<file path="src/gbfp_pkg.sv">
`default_nettype none
// ----------------------------------------------------------------------------
// gbfp_pkg
// Shared constants, result type and byte-wide CRC-16/XMODEM update for the
// binary frame parser.
// ----------------------------------------------------------------------------
package gbfp_pkg;

    localparam int BYTE_W          = 8;
    localparam int IDX_W           = 12;
    localparam int CRC_W           = 16;
    localparam int WORD_W          = 16;
    localparam int BLK_NUM_W       = 13;
    localparam int BLK_REV_W       = 3;
    localparam int LEN_OUT_W       = 12;
    localparam int M_TDATA_W       = 56;

    localparam int MAX_FRAME_BYTES = 4096;
    localparam int MIN_FRAME_BYTES = 8;

    localparam logic [BYTE_W-1:0] SYNC_FIRST  = 8'h24;
    localparam logic [BYTE_W-1:0] SYNC_SECOND = 8'h40;
    localparam logic [CRC_W-1:0]  CRC_POLY    = 16'h1021;

    localparam logic [IDX_W-1:0] IDX_SYNC_FIRST = 12'd0;
    localparam logic [IDX_W-1:0] IDX_CRC_LO     = 12'd2;
    localparam logic [IDX_W-1:0] IDX_ID_LO      = 12'd4;
    localparam logic [IDX_W-1:0] IDX_ID_HI      = 12'd5;
    localparam logic [IDX_W-1:0] IDX_LEN_LO     = 12'd6;
    localparam logic [IDX_W-1:0] IDX_BODY       = 12'd8;

    typedef struct packed {
        logic [LEN_OUT_W-1:0] frame_length;
        logic [BLK_REV_W-1:0] block_revision;
        logic [BLK_NUM_W-1:0] block_number;
        logic                 crc_good;
        logic                 frame_end;
        logic                 in_frame;
        logic [IDX_W-1:0]     byte_index;
        logic [BYTE_W-1:0]    data_byte;
    } result_t;

    function automatic logic [CRC_W-1:0] crc_feed(input logic [CRC_W-1:0] crc_in,
                                                  input logic [BYTE_W-1:0] data);
        logic [CRC_W-1:0] c;
        c = crc_in ^ {data, 8'h00};
        for (int k = 0; k < BYTE_W; k++) begin
            if (c[CRC_W-1]) begin
                c = {c[CRC_W-2:0], 1'b0} ^ CRC_POLY;
            end else begin
                c = {c[CRC_W-2:0], 1'b0};
            end
        end
        return c;
    endfunction

endpackage
`default_nettype wire

</file>
<file path="src/gnss_binary_frame_parser.sv">
`default_nettype none
// ----------------------------------------------------------------------------
// gnss_binary_frame_parser
// Finds binary frames in a received byte stream and checks their CRC.
// ----------------------------------------------------------------------------
// Accepts one byte per clock while the output is not stalled and presents one
// result per byte: an input register, then the frame state machine with its
// byte-wide CRC-16/XMODEM update feeding the result register. Throughput is
// one byte per cycle while neither side stalls; both sides stall independently
// without losing or repeating bytes. m_tlast marks the last byte of a complete
// frame.
module gnss_binary_frame_parser (
    input  wire logic                           aclk,
    input  wire logic                           aresetn,
    input  wire logic                           s_tvalid,
    output logic                                s_tready,
    input  wire logic [gbfp_pkg::BYTE_W-1:0]    s_tdata,   // rx_byte
    output logic                                m_tvalid,
    input  wire logic                           m_tready,
    // data_byte[7:0], byte_index[19:8], in_frame[20], crc_good[21],
    // block_number[34:22], block_revision[37:35], frame_length[49:38], zero[55:50]
    output logic [gbfp_pkg::M_TDATA_W-1:0]      m_tdata,
    output logic                                m_tlast
);

    logic                        byte_valid;
    logic                        byte_ready;
    logic [gbfp_pkg::BYTE_W-1:0] byte_data;
    gbfp_pkg::result_t           res;

    gbfp_in_stage u_in (
        .aclk       (aclk),
        .aresetn    (aresetn),
        .s_tvalid   (s_tvalid),
        .s_tready   (s_tready),
        .s_tdata    (s_tdata),
        .byte_valid (byte_valid),
        .byte_ready (byte_ready),
        .byte_data  (byte_data)
    );

    gbfp_parse u_parse (
        .aclk       (aclk),
        .aresetn    (aresetn),
        .byte_valid (byte_valid),
        .byte_ready (byte_ready),
        .byte_data  (byte_data),
        .res_valid  (m_tvalid),
        .res_ready  (m_tready),
        .res        (res)
    );

    assign m_tlast = res.frame_end;
    assign m_tdata = {6'b0,
                      res.frame_length,
                      res.block_revision,
                      res.block_number,
                      res.crc_good,
                      res.in_frame,
                      res.byte_index,
                      res.data_byte};

endmodule
`default_nettype wire

</file>
<file path="src/gbfp_in_stage.sv">
`default_nettype none
// ----------------------------------------------------------------------------
// gbfp_in_stage
// Input register: captures one received byte per request and holds it until
// the parse stage takes it.
// ----------------------------------------------------------------------------
module gbfp_in_stage (
    input  wire logic                       aclk,
    input  wire logic                       aresetn,
    input  wire logic                       s_tvalid,
    output logic                            s_tready,
    input  wire logic [gbfp_pkg::BYTE_W-1:0] s_tdata,
    output logic                            byte_valid,
    input  wire logic                       byte_ready,
    output logic [gbfp_pkg::BYTE_W-1:0]     byte_data
);

    logic                        valid_reg;
    logic                        valid_next;
    logic [gbfp_pkg::BYTE_W-1:0] data_reg;

    assign s_tready   = !valid_reg || byte_ready;
    assign byte_valid = valid_reg;
    assign byte_data  = data_reg;

    always_comb begin
        valid_next = valid_reg;
        if (s_tready) begin
            valid_next = s_tvalid;
        end
    end

    always_ff @(posedge aclk) begin
        if (!aresetn) begin
            valid_reg <= 1'b0;
        end else begin
            valid_reg <= valid_next;
        end
        if (s_tvalid && s_tready) begin
            data_reg <= s_tdata;
        end
    end

endmodule
`default_nettype wire

</file>
<file path="src/gbfp_parse.sv">
`default_nettype none
// ----------------------------------------------------------------------------
// gbfp_parse
// Frame state machine, running CRC and result register. One byte is parsed
// per cycle whenever the result register is free or being drained.
// ----------------------------------------------------------------------------
module gbfp_parse (
    input  wire logic                        aclk,
    input  wire logic                        aresetn,
    input  wire logic                        byte_valid,
    output logic                             byte_ready,
    input  wire logic [gbfp_pkg::BYTE_W-1:0] byte_data,
    output logic                             res_valid,
    input  wire logic                        res_ready,
    output gbfp_pkg::result_t                res
);

    typedef enum logic [1:0] {
        PH_HUNT,
        PH_CRC,
        PH_HEAD,
        PH_BODY
    } phase_t;

    phase_t                       phase_reg, phase_next;
    logic [gbfp_pkg::IDX_W-1:0]   count_reg, count_next;
    logic [gbfp_pkg::CRC_W-1:0]   exp_crc_reg, exp_crc_next;
    logic [gbfp_pkg::CRC_W-1:0]   run_crc_reg, run_crc_next;
    logic [gbfp_pkg::WORD_W-1:0]  frame_id_reg, frame_id_next;
    logic [gbfp_pkg::WORD_W-1:0]  len_reg, len_next;
    logic [gbfp_pkg::BYTE_W-1:0]  low_reg, low_next;
    logic                         out_valid_reg, out_valid_next;
    gbfp_pkg::result_t            out_reg, out_next;

    logic                         take;
    logic [gbfp_pkg::CRC_W-1:0]   crc_upd;
    logic [gbfp_pkg::WORD_W-1:0]  word_in;
    logic                         keep;
    logic                         fend;
    logic                         good;

    assign byte_ready = !out_valid_reg || res_ready;
    assign take       = byte_valid && byte_ready;
    assign crc_upd    = gbfp_pkg::crc_feed(run_crc_reg, byte_data);
    assign word_in    = {byte_data, low_reg};
    assign res_valid  = out_valid_reg;
    assign res        = out_reg;

    always_comb begin
        phase_next   = phase_reg;
        count_next   = count_reg;
        exp_crc_next = exp_crc_reg;
        run_crc_next = run_crc_reg;
        frame_id_next = frame_id_reg;
        len_next     = len_reg;
        low_next     = low_reg;
        keep         = 1'b1;
        fend         = 1'b0;
        good         = 1'b0;

        unique case (phase_reg)
            PH_HUNT: begin
                if (count_reg == gbfp_pkg::IDX_SYNC_FIRST) begin
                    if (byte_data == gbfp_pkg::SYNC_FIRST) begin
                        count_next = count_reg + 1'b1;
                    end else begin
                        keep = 1'b0;
                    end
                end else if (byte_data == gbfp_pkg::SYNC_SECOND) begin
                    phase_next = PH_CRC;
                    count_next = gbfp_pkg::IDX_CRC_LO;
                end else begin
                    keep       = 1'b0;
                    phase_next = PH_HUNT;
                    count_next = gbfp_pkg::IDX_SYNC_FIRST;
                end
            end
            PH_CRC: begin
                if (count_reg == gbfp_pkg::IDX_CRC_LO) begin
                    low_next   = byte_data;
                    count_next = count_reg + 1'b1;
                end else begin
                    exp_crc_next = word_in;
                    run_crc_next = '0;
                    phase_next   = PH_HEAD;
                    count_next   = gbfp_pkg::IDX_ID_LO;
                end
            end
            PH_HEAD: begin
                run_crc_next = crc_upd;
                if (count_reg == gbfp_pkg::IDX_ID_LO || count_reg == gbfp_pkg::IDX_LEN_LO) begin
                    low_next   = byte_data;
                    count_next = count_reg + 1'b1;
                end else if (count_reg == gbfp_pkg::IDX_ID_HI) begin
                    frame_id_next = word_in;
                    count_next    = gbfp_pkg::IDX_LEN_LO;
                end else begin
                    len_next = word_in;
                    if (word_in > gbfp_pkg::WORD_W'(gbfp_pkg::MIN_FRAME_BYTES)
                        && 17'(word_in) < 17'(gbfp_pkg::MAX_FRAME_BYTES)) begin
                        phase_next = PH_BODY;
                        count_next = gbfp_pkg::IDX_BODY;
                    end else begin
                        keep       = 1'b0;
                        phase_next = PH_HUNT;
                        count_next = gbfp_pkg::IDX_SYNC_FIRST;
                    end
                end
            end
            PH_BODY: begin
                run_crc_next = crc_upd;
                if (gbfp_pkg::WORD_W'(count_reg) + 16'd1 >= len_reg) begin
                    fend       = 1'b1;
                    good       = (crc_upd == exp_crc_reg);
                    phase_next = PH_HUNT;
                    count_next = gbfp_pkg::IDX_SYNC_FIRST;
                end else begin
                    count_next = count_reg + 1'b1;
                end
            end
            default: begin
                phase_next = PH_HUNT;
            end
        endcase

        out_next.data_byte      = byte_data;
        out_next.byte_index     = count_reg;
        out_next.in_frame       = keep;
        out_next.frame_end      = fend;
        out_next.crc_good       = good;
        out_next.block_number   = frame_id_next[gbfp_pkg::BLK_NUM_W-1:0];
        out_next.block_revision = frame_id_next[gbfp_pkg::WORD_W-1:gbfp_pkg::BLK_NUM_W];
        out_next.frame_length   = len_next[gbfp_pkg::LEN_OUT_W-1:0];

        out_valid_next = out_valid_reg;
        if (byte_ready) begin
            out_valid_next = byte_valid;
        end
    end

    always_ff @(posedge aclk) begin
        if (!aresetn) begin
            phase_reg     <= PH_HUNT;
            count_reg     <= '0;
            exp_crc_reg   <= '0;
            run_crc_reg   <= '0;
            frame_id_reg  <= '0;
            len_reg       <= '0;
            low_reg       <= '0;
            out_valid_reg <= 1'b0;
        end else begin
            out_valid_reg <= out_valid_next;
            if (take) begin
                phase_reg    <= phase_next;
                count_reg    <= count_next;
                exp_crc_reg  <= exp_crc_next;
                run_crc_reg  <= run_crc_next;
                frame_id_reg <= frame_id_next;
                len_reg      <= len_next;
                low_reg      <= low_next;
            end
        end
        if (take) begin
            out_reg <= out_next;
        end
    end

    a_good_needs_end: assert property (@(posedge aclk) disable iff (!aresetn)
        out_valid_reg |-> (!out_reg.crc_good || out_reg.frame_end))
        else $error("crc_good without frame_end");

    a_end_in_frame: assert property (@(posedge aclk) disable iff (!aresetn)
        out_valid_reg && out_reg.frame_end |-> out_reg.in_frame)
        else $error("frame_end on a dropped byte");

    a_body_count: assert property (@(posedge aclk) disable iff (!aresetn)
        phase_reg == PH_BODY |-> (count_reg >= gbfp_pkg::IDX_BODY
                                  && gbfp_pkg::WORD_W'(count_reg) < len_reg))
        else $error("body byte count out of range");

    a_end_restarts: assert property (@(posedge aclk) disable iff (!aresetn)
        take && fend |=> (phase_reg == PH_HUNT && count_reg == gbfp_pkg::IDX_SYNC_FIRST))
        else $error("frame end did not restart hunting");

endmodule
`default_nettype wire

</file>
<file path="config.mk">
export PLATFORM = sky130hd
export DESIGN_NAME = gnss_binary_frame_parser
export DESIGN_NICKNAME = d
export VERILOG_FILES = /design/src/gbfp_pkg.sv /design/src/gnss_binary_frame_parser.sv /design/src/gbfp_in_stage.sv /design/src/gbfp_parse.sv
export SDC_FILE = /design/constraint.sdc
export NUM_CORES = 1
export LEC_CHECK = 0
export BUFFER_PORTS_ARGS = -buffer_cell sky130_fd_sc_hd__buf_2
export CAP_MARGIN = 20
export CORE_AREA = 3 3 129 131
export CTS_CLUSTER_DIAMETER = 40
export CTS_CLUSTER_SIZE = 12
export DETAILED_ROUTE_END_ITERATION = 6
export DIE_AREA = 0 0 132 134
export GPL_ROUTABILITY_DRIVEN = 0
export GPL_TIMING_DRIVEN = 0
export SYNTH_ARGS = -nofsm -noshare
export SYNTH_HDL_FRONTEND = slang
export SYNTH_SLANG_ARGS = --single-unit
</file>
<file path="constraint.sdc">
create_clock -name aclk -period 5.6 [get_ports aclk]
set_input_delay 0.84 -clock aclk [delete_from_list [all_inputs] [get_ports aclk]]
set_output_delay 0.84 -clock aclk [all_outputs]
set_load 0.05 [all_outputs]
</file>
* Word level (Yosys, flattened, before mapping)
Cells that the tools add are included.
** Word-level totals
- Register bits :: 147
- Input bits :: 12
- Output and inout bits :: 59
- Logic and storage cells :: 118
** Cells by class
- $add $sub $neg :: 2
- Magnitude comparators :: 3
- Equal/unequal tests :: 18
- Mux-type cells :: 44
- Bitwise operators :: 12
- Reduce and logical (&&, ||, !) cells :: 20
** Operators by type and width (number)
- two-way mux 12 bit :: 9
- two-way mux 13 bit :: 8
- two-way mux 16 bit :: 4
- case mux 12 bit (4 select lines) :: 1
- equality test 12 x 3 -> 1 bit (second input constant) :: 3
- case mux 16 bit (2 select lines) :: 1
- inverter 3 bit :: 8
- equality test 16 bit :: 1
- greater-or-equal comparator 13 x 16 -> 1 bit :: 1
- greater-than comparator 16 x 4 -> 1 bit (second input constant) :: 1
- < comparator 16 x 13 -> 1 bit (second input constant) :: 1
- two-way mux 8 bit :: 2
- case mux 8 bit (2 select lines) :: 1
- XOR 16 bit :: 1
- two-way mux 2 bit :: 7
- adder 12 x 1 -> 13 bit (second input constant) :: 1
- adder 12 x 1 -> 12 bit (second input constant) :: 1
- equality test 12 x 2 -> 1 bit (second input constant) :: 1
- logical NOT 12 bit :: 1
- equality test 8 x 6 -> 1 bit (second input constant) :: 1
- equality test 8 x 7 -> 1 bit (second input constant) :: 1
- two-way mux 1 bit :: 8
- != test 2 bit (second input constant) :: 4
- case mux 2 bit (4 select lines) :: 1
- other kinds (17) :: 31

* Logic depth before layout (Yosys ltp)
Gate-level depths: netlist of the first run.
- Depth after elaboration :: 18
- Mapped depth :: 14
- Depth with buffers taken out :: 12

* By module
A second synthesis of the first run with hierarchy kept.
** Second synthesis, totals
- Cells, all modules :: 654
- Area, all modules :: 6857.8 um2
** By module, submodules not included
- gbfp_parse :: times used 1, cells an instance 634, area an instance 6511.2 um2, seq. area each 3273.1 um2
- gbfp_in_stage :: times used 1, cells an instance 13, area an instance 297.8 um2, seq. area each 260.2 um2
- gnss_binary_frame_parser :: times used 1, cells an instance 7, area an instance 48.8 um2, seq. area each 0.0 um2

* Worst setup path before layout of the first run
Ideal clock, no wire load.
- Path type :: input to register
- From :: in m_tready
- To :: reg u_parse.run_crc_reg[8] in the netlist's numbering
- Setup time :: 0.128 ns
- Arrival :: 3.069 ns
- Data required time :: 5.472 ns
- Path slack :: 2.403 ns
- Stages :: 7
- Path buffers :: 1
- Path through :: nor2b_1 > nand2b_1 > clkbuf_1 > inv_1 > o311ai_2 > a31oi_1 > nor2_1
** On the way
- Longest elaborated chain between the ends :: 3
** RTL lines
- start: declaration :: RTL line gnss_binary_frame_parser.sv:19 : input wire logic m_tready,
- logical OR 1 bit :: RTL line gbfp_parse.sv:42 : assign byte_ready = !out_valid_reg || res_ready;
- logical AND 1 bit :: RTL line gbfp_parse.sv:43 : assign take = byte_valid && byte_ready;
- named net u_parse.take :: RTL line gbfp_parse.sv:35 : logic take;
- AND reduction 3 bit (no source line)
- end signal: assignment :: RTL line gbfp_parse.sv:157 : run_crc_reg <= run_crc_next;
- end: declaration :: RTL line gbfp_parse.sv:28 : logic [gbfp_pkg::CRC_W-1:0] run_crc_reg, run_crc_next;
The timed path passes the listed nets, and every way through them passes these cells.
A chain may end at the register's enable or synchronous reset.

* Final worst setup path of the first run
- From :: reg u_parse.count_reg[2] in the netlist's numbering
- To :: reg u_parse.count_reg[2] in the netlist's numbering
** On the way
- Longest elaborated chain between the ends :: 4
- Elaborated cells on any way between the ends :: 18
- Classes of those cells :: add/sub (2); order compare (1); eq/ne (5); mux (7); reduce/logical (3)
** RTL lines
- start: declaration :: RTL line gbfp_parse.sv:26 : logic [gbfp_pkg::IDX_W-1:0] count_reg, count_next;
- start signal: assignment :: RTL line gbfp_parse.sv:155 : count_reg <= count_next;
- adder 12 x 1 -> 13 bit, or another cell as far along :: RTL line gbfp_parse.sv:112 : if (gbfp_pkg::WORD_W'(count_reg) + 16'd1 >= len_reg) begin
- greater-or-equal comparator 13 x 16 -> 1 bit, or another cell as far along :: RTL line gbfp_parse.sv:112
- two-way mux 12 bit (on tied branches) :: RTL line gbfp_parse.sv:112, gbfp_parse.sv:63, gbfp_parse.sv:91
- case mux 12 bit (4 select lines) :: RTL line gbfp_parse.sv:61 : unique case (phase_reg)
Several ways; a longest one is shown, not always the timed one. The select of a mux whose other input is x is not followed.

==> flow_metrics.env, run 1 <==
export IMPL_status="finished, final reports clean"
export IMPL_worst_pin_slew_ns=0.998
export IMPL_grt_max_degree=35
export IMPL_h_tree_depth=4
export IMPL_peakVddDrop_mv=0.208
export IMPL_grt_antenna_before_repair=0
export IMPL_yosysWarnings=0
export IMPL_filler_cell_count=1451
export IMPL_syn_area_mm2=0.00708
export IMPL_use_met1=0.238
export IMPL_drc_errors=0
export IMPL_power_density_mw_per_mm2=299
export IMPL_rsz0062_at_grt="no"
export IMPL_via_per_inst=5.34
export IMPL_met3_usage=0.0383
export IMPL_grt_overflow=0
export IMPL_synthTopCellsByCount="nand2_1 (114), dfxtp_1 (88), a21oi_1 (68)"
export IMPL_ys_seq_area_frac=0.499
export IMPL_largest_reg_flops=51
export IMPL_yosys_top_cells_area="edfxtp_1 (25%), dfxtp_1 (25%), nand2_1 (6.0%)"
export IMPL_fp_row_count=46
export IMPL_cp_start_kind="flop"
export IMPL_area_growth_pct=16.4
export IMPL_finClkSkew_ns=0.00814
export IMPL_diodes=0
export IMPL_synth_most_common_cell="nand2_1"
export IMPL_synthCells=717
export IMPL_io_pins=71
export IMPL_yosys_most_used_dff="dfxtp_1"
export IMPL_die_w_um=132
export IMPL_design_area_mm2=0.00824
export IMPL_hold_path_class="reg -> reg"
export IMPL_ant_nets=0
export IMPL_drive_gt1_frac=0.195
export IMPL_insertion_delay_ns=0.43
export IMPL_vias=5522
export IMPL_setup_worst_path_class="reg -> reg"
export IMPL_final_util=0.524
export IMPL_synth_edf_count=59
export IMPL_routed_wl_um=17200
export IMPL_cts_made_buffers=17
export IMPL_setup_violations=0
export IMPL_crit_start="u_parse.count_reg[2]"
export IMPL_drt_pass1_iterations=5
export IMPL_layout_nets=839
export IMPL_cts_setup_buffers=0
export IMPL_yosys_area_top_type="edfxtp_1"
export IMPL_hp_start="u_parse.count_reg[6]"
export IMPL_die_area_mm2=0.0177
export IMPL_power_leakage_nw=3.00
export IMPL_cts_path_max_buffers=2
export IMPL_fin_crit_ns=4.09
export IMPL_wire_per_inst_um=16.6
export IMPL_drt_iter0_markers=363
export IMPL_final_setup_worst_slack_ns=1.51
export IMPL_grt_met2_usage=0.346
export IMPL_crit_arrival_ns=4.43
export IMPL_drv_cap=0
export IMPL_ys_types=62
export IMPL_die_h_um=134
export IMPL_hpwl_um=12300
export IMPL_report_power_total_mw=2.46
export IMPL_crit_required_ns=5.95
export IMPL_grt_usage=0.198
export IMPL_pre_cts_slack_ns=1.60
export IMPL_min_period_over_period=0.729
export IMPL_post_cts_resized=0
export IMPL_clockRootBuffer="clkbuf_16"
export IMPL_cts_hold_buf=0
export IMPL_max_freq_mhz=245
export IMPL_ys_ff_latch=147
export IMPL_hold_viol_final=0
export IMPL_core_mm2=0.0157
export IMPL_cts_sinks=147
export IMPL_max_slew_margin_rel=0.326
export IMPL_synth_top_area_frac=0.250
export IMPL_busiest_layer="met2"
export IMPL_clkTransAtPathRegs_ns=0.05
export IMPL_port_buffers=64
export IMPL_finalMaxSlewViolations=0
export IMPL_cp_end_kind="flop"
export IMPL_dpl_cell_area_mm2=0.00771
export IMPL_r2r_start="u_parse.count_reg[2]"
export IMPL_syn_avg_cell_area_um2=9.87
export IMPL_critPathMaxFanout=10
export IMPL_tritoncts="built"
export IMPL_grt_pass1_vias=5435
export IMPL_grt_pass1_wl_um=27600
export IMPL_fin_setup_tns_ns=0
export IMPL_ys_async_sr_fraction=0
export IMPL_start_util=0.450
-- power by group --
| group | leakage [nW] | switching, mW | internal, mW |
|---|---|---|---|
| Clock | 0.250 | 0.428 | 0.604 |
| Combinational | 1.47 | 0.205 | 0.0777 |
| Sequential | 1.28 | 0.0110 | 1.14 |
-- final cells by class --
class                   instances  area, um^2  area share
flip-flops and latches        147        3530       0.429
multi-input cells             502        3230       0.392
clock buffers                  21         440      0.0535
repair buffers                 65         340      0.0413
well taps                     216         270      0.0328
plain buffers                  50         248      0.0301
clock inverters                11        87.6      0.0106
inverters                      23        86.3      0.0105
-- per-layer routing --
| layer | share of wire | wire, um |
|---|---|---|
| met1 | 0.43 | 7320 |
| met2 | 0.50 | 8510 |
| met3 | 0.046 | 790 |
| met4 | 0.032 | 543 |
| met5 | 0 | 0 |
-- path summary, 6_finish.rpt --
check | slack (ns) | endpoint | cells past startpoint
setup / recovery | 1.51 | u_parse.count_reg[2] | 12
hold / removal | 0.43 | u_parse.res[14] | 0
setup reg to reg | 1.51 | u_parse.count_reg[2] | 12
hold reg to reg | 0.43 | u_parse.res[14] | 0
-- critical path, stage by stage, from the launching register on --
cell and delay, ns:
dfxtp_1 0.46, clkbuf_1 0.40, nand3_1 0.26, nor2_1 0.37, nand3_1 0.15, xnor2_1 0.22
ha_1 0.28, a21oi_1 0.16, o21ai_0 0.12, and3_1 0.22, nor4b_1 0.88, o311ai_0 0.29
a31oi_1 0.21
-- cell families after synthesis --
group	count (synthesis)	share of synthesized area
XOR/XNOR	49	0.0734
AO/OA/AOI/OAI	134	0.115
buffers and inverters	73	0.0472
other	1	0.000530
flip-flops	147	0.499
adder cells (fa/ha/maj)	21	0.0371
multiplexers	44	0.0672
AND/OR/NAND/NOR	248	0.160
-- metrics by stage --
step / instances / hold slack, ns
floorplan: 722 / 0.406
global placement: 1002 / 0.414
detailed placement: 1003 / 0.416
CTS: 1035 / 0.430
global route: 1035 / 0.443
finish: 1035 / 0.426
-- cell usage in the layout, fill, tap and decap left out, types with 3 or more instances in the layout --
master	n
conb_1	6
o211ai_1	4
xor2_4	3
buf_4	7
edfxtp_1	59
a21oi_1	68
clkinv_1	3
clkinv_2	3
xor2_1	12
inv_1	21
clkbuf_16	17
buf_2	79
nand3_1	28
nor3_1	12
and3_1	9
or3_1	3
xnor2_1	31
a31oi_1	11
nand3b_1	4
and2_1	3
nand2b_1	4
nor2b_1	5
o31ai_1	4
dfxtp_1	88
o21ai_0	24
nor4_1	6
mux2_2	28
clkinvlp_4	3
nor2_1	48
mux2i_1	16
o21a_1	3
ha_1	21
clkbuf_1	29
nand2_1	114
No activity file was read; power rests on OpenSTA's default activity.
==> inputs of run 2 (changes only) <==
==> constraint.sdc (replaced) <==
create_clock -name aclk -period 4 [get_ports aclk]
set_input_delay 0.6 -clock aclk [delete_from_list [all_inputs] [get_ports aclk]]
set_output_delay 0.6 -clock aclk [all_outputs]
set_load 0.05 [all_outputs]
==> run 2 against run 1 <==
Setup slack worse by 1.2 ns. Highest routed layer unchanged. Die area unchanged. Clock skew decreased by 0.0017 ns. Hold slack lost 0.078 ns. Critical path type unchanged.
==> flow_metrics.env, run 2 (synthesized netlist as in run 1, its figures left out) <==
export IMPL_dr_wl_met3_um=792
export IMPL_hpwl_um=12300
export IMPL_routed_wl_um=17200
export IMPL_cts_sinks=147
export IMPL_status="finished, final reports clean"
export IMPL_regToRegSetupSlack_ns=0.27
export IMPL_drt_pass1_iterations=4
export IMPL_layout_nets=839
export IMPL_largest_reg_flops=51
export IMPL_core_mm2=0.0157
export IMPL_wire_per_inst_um=16.6
export IMPL_drc_errors=0
export IMPL_drt_iter0_markers=330
export IMPL_fp_row_count=46
export IMPL_clockRootBuffer="clkbuf_16"
export IMPL_min_period_over_period=0.932
export IMPL_min_to="u_in.byte_data[2]"
export IMPL_dr_wl_met2_um=8570
export IMPL_crit_required_ns=4.29
export IMPL_min_path_cells=1
export IMPL_cts_path_max_buffers=2
export IMPL_diodes=0
export IMPL_fin_crit_ns=3.73
export IMPL_r2r_cells=13
export IMPL_highest_layer="met4"
export IMPL_cp_start_kind="flop"
export IMPL_clkTransAtPathRegs_ns=0.06
export IMPL_finalMaxSlewViolations=0
export IMPL_drv_cap=0
export IMPL_rsz0062_at_grt="no"
export IMPL_ant_nets=0
export IMPL_grt_antenna_before_repair=0
export IMPL_grt_pass1_wl_um=27700
export IMPL_r2r_start="u_parse.count_reg[0]"
export IMPL_vias=5515
export IMPL_grt_max_degree=35
export IMPL_power_density_mw_per_mm2=418
export IMPL_critPathMaxFanout=7
export IMPL_final_setup_worst_slack_ns=0.274
export IMPL_hp_start="s_tdata[2]"
export IMPL_hold_ws_ns=0.348
export IMPL_setup_worst_path_class="reg -> reg"
export IMPL_layout_common_cells="nand2_1 (114), dfxtp_1 (88), buf_2 (79)"
export IMPL_cts_made_buffers=17
export IMPL_port_buffers=64
export IMPL_start_util=0.450
export IMPL_die_h_um=134
export IMPL_crit_arrival_ns=4.02
export IMPL_rr_endpoint="u_parse.count_reg[2]"
export IMPL_area_growth_pct=16.8
export IMPL_max_slew_margin_rel=0.421
export IMPL_peakVddDrop_mv=0.293
export IMPL_grt_usage=0.199
export IMPL_h_tree_depth=4
export IMPL_max_freq_mhz=268
export IMPL_pre_cts_slack_ns=-0.00394
export IMPL_grt_pass1_vias=5440
export IMPL_setup_violations=0
export IMPL_die_w_um=132
export IMPL_finClkSkew_ns=0.00647
export IMPL_cp_end_kind="flop"
export IMPL_final_util=0.526
export IMPL_power_leakage_nw=3.01
export IMPL_via_per_inst=5.33
export IMPL_hold_path_class="in -> reg"
export IMPL_insertion_delay_ns=0.42
export IMPL_io_pins=71
export IMPL_filler_cell_count=1449
export IMPL_worst_pin_slew_ns=0.867
export IMPL_tritoncts="built"
export IMPL_grt_overflow=0
export IMPL_drive_gt1_frac=0.201
export IMPL_hold_viol_final=0
export IMPL_drt_met1_wl_um=7270
export IMPL_cts_hold_buf=0
export IMPL_die_area_mm2=0.0177
export IMPL_cts_setup_buffers=0
export IMPL_layout_commonest_cell="nand2_1"
-- run 2: cell counts in the layout (fill, tap and decap cells not counted) --
Identical to the previous run, type by type.
-- run 2: worst max path at each step --
stage,from,end,depth (start not counted)
after floorplan,u_parse.count_reg[2],u_parse.count_reg[5],13
after global placement,m_tready,u_parse.run_crc_reg[6],8
after detailed placement,u_parse.count_reg[2],u_parse.count_reg[9],13
after CTS,u_parse.count_reg[2],u_parse.count_reg[5],13
after global routing,u_parse.count_reg[0],u_parse.count_reg[2],13
final,u_parse.count_reg[0],u_parse.count_reg[2],13
-- run 2: routing by layer --
| layer | vias to the layer above | global-route usage |
|---|---|---|
| li1 | 2677 | - |
| met1 | 2631 | 0.240 |
| met2 | 167 | 0.347 |
| met3 | 40 | 0.0375 |
| met4 | 0 | 0.0898 |
| met5 | - | 0 |
-- run 2: timing repair --
| action | 4_1_cts | 5_1_grt |
|---|---|---|
| endpoints found under the hold margin | 0 | 0 |
| gates resized for setup | 2 | 6 |
| endpoints found under the setup margin | 9 | 15 |
| gates cloned | 0 | 0 |
-- run 2: layout make-up --
type | count | area [um^2] | share of cell area
buffer | 50 | 250 | 0.0303
timing repair buffer | 65 | 340 | 0.0412
sequential | 147 | 3530 | 0.428
multi-input combinational | 502 | 3260 | 0.394
inverter | 23 | 86.3 | 0.0104
tap | 216 | 270 | 0.0327
clock buffer | 21 | 440 | 0.0533
clock inverter | 11 | 87.6 | 0.0106
-- run 2: stage by stage --
step | instance area, um^2 | TNS (ns) | power [mW] | instances
2_1_floorplan | 7100 | 0 | 1.93 | 722
3_3_place_gp | 7690 | -0.676 | 2.03 | 1002
3_5_place_dp | 7710 | -0.00738 | 2.03 | 1003
4_1_cts | 8250 | 0 | 3.48 | 1035
5_1_grt | 8260 | 0 | 3.59 | 1035
6_report | 8260 | 0 | 3.46 | 1035
-- run 2: where the power goes --
| group | internal, mW | switching (mW) |
|---|---|---|
| Combinational | 0.116 | 0.294 |
| Sequential | 1.59 | 0.0154 |
| Clock | 0.845 | 0.596 |
| Total | 2.55 | 0.905 |
-- run 2: worst max-delay path, stage by stage, from the launching register on --
cell and delay (ns):
dfxtp_1 0.47, ha_1 0.23, nand3_1 0.18, or2_2 0.34
clkbuf_1 0.16, nor2_1 0.26, xor2_1 0.12, ha_1 0.30
and4_1 0.18, nand3_1 0.13, a311oi_2 0.48, nor4b_2 0.18
o311ai_0 0.43, a31oi_1 0.14
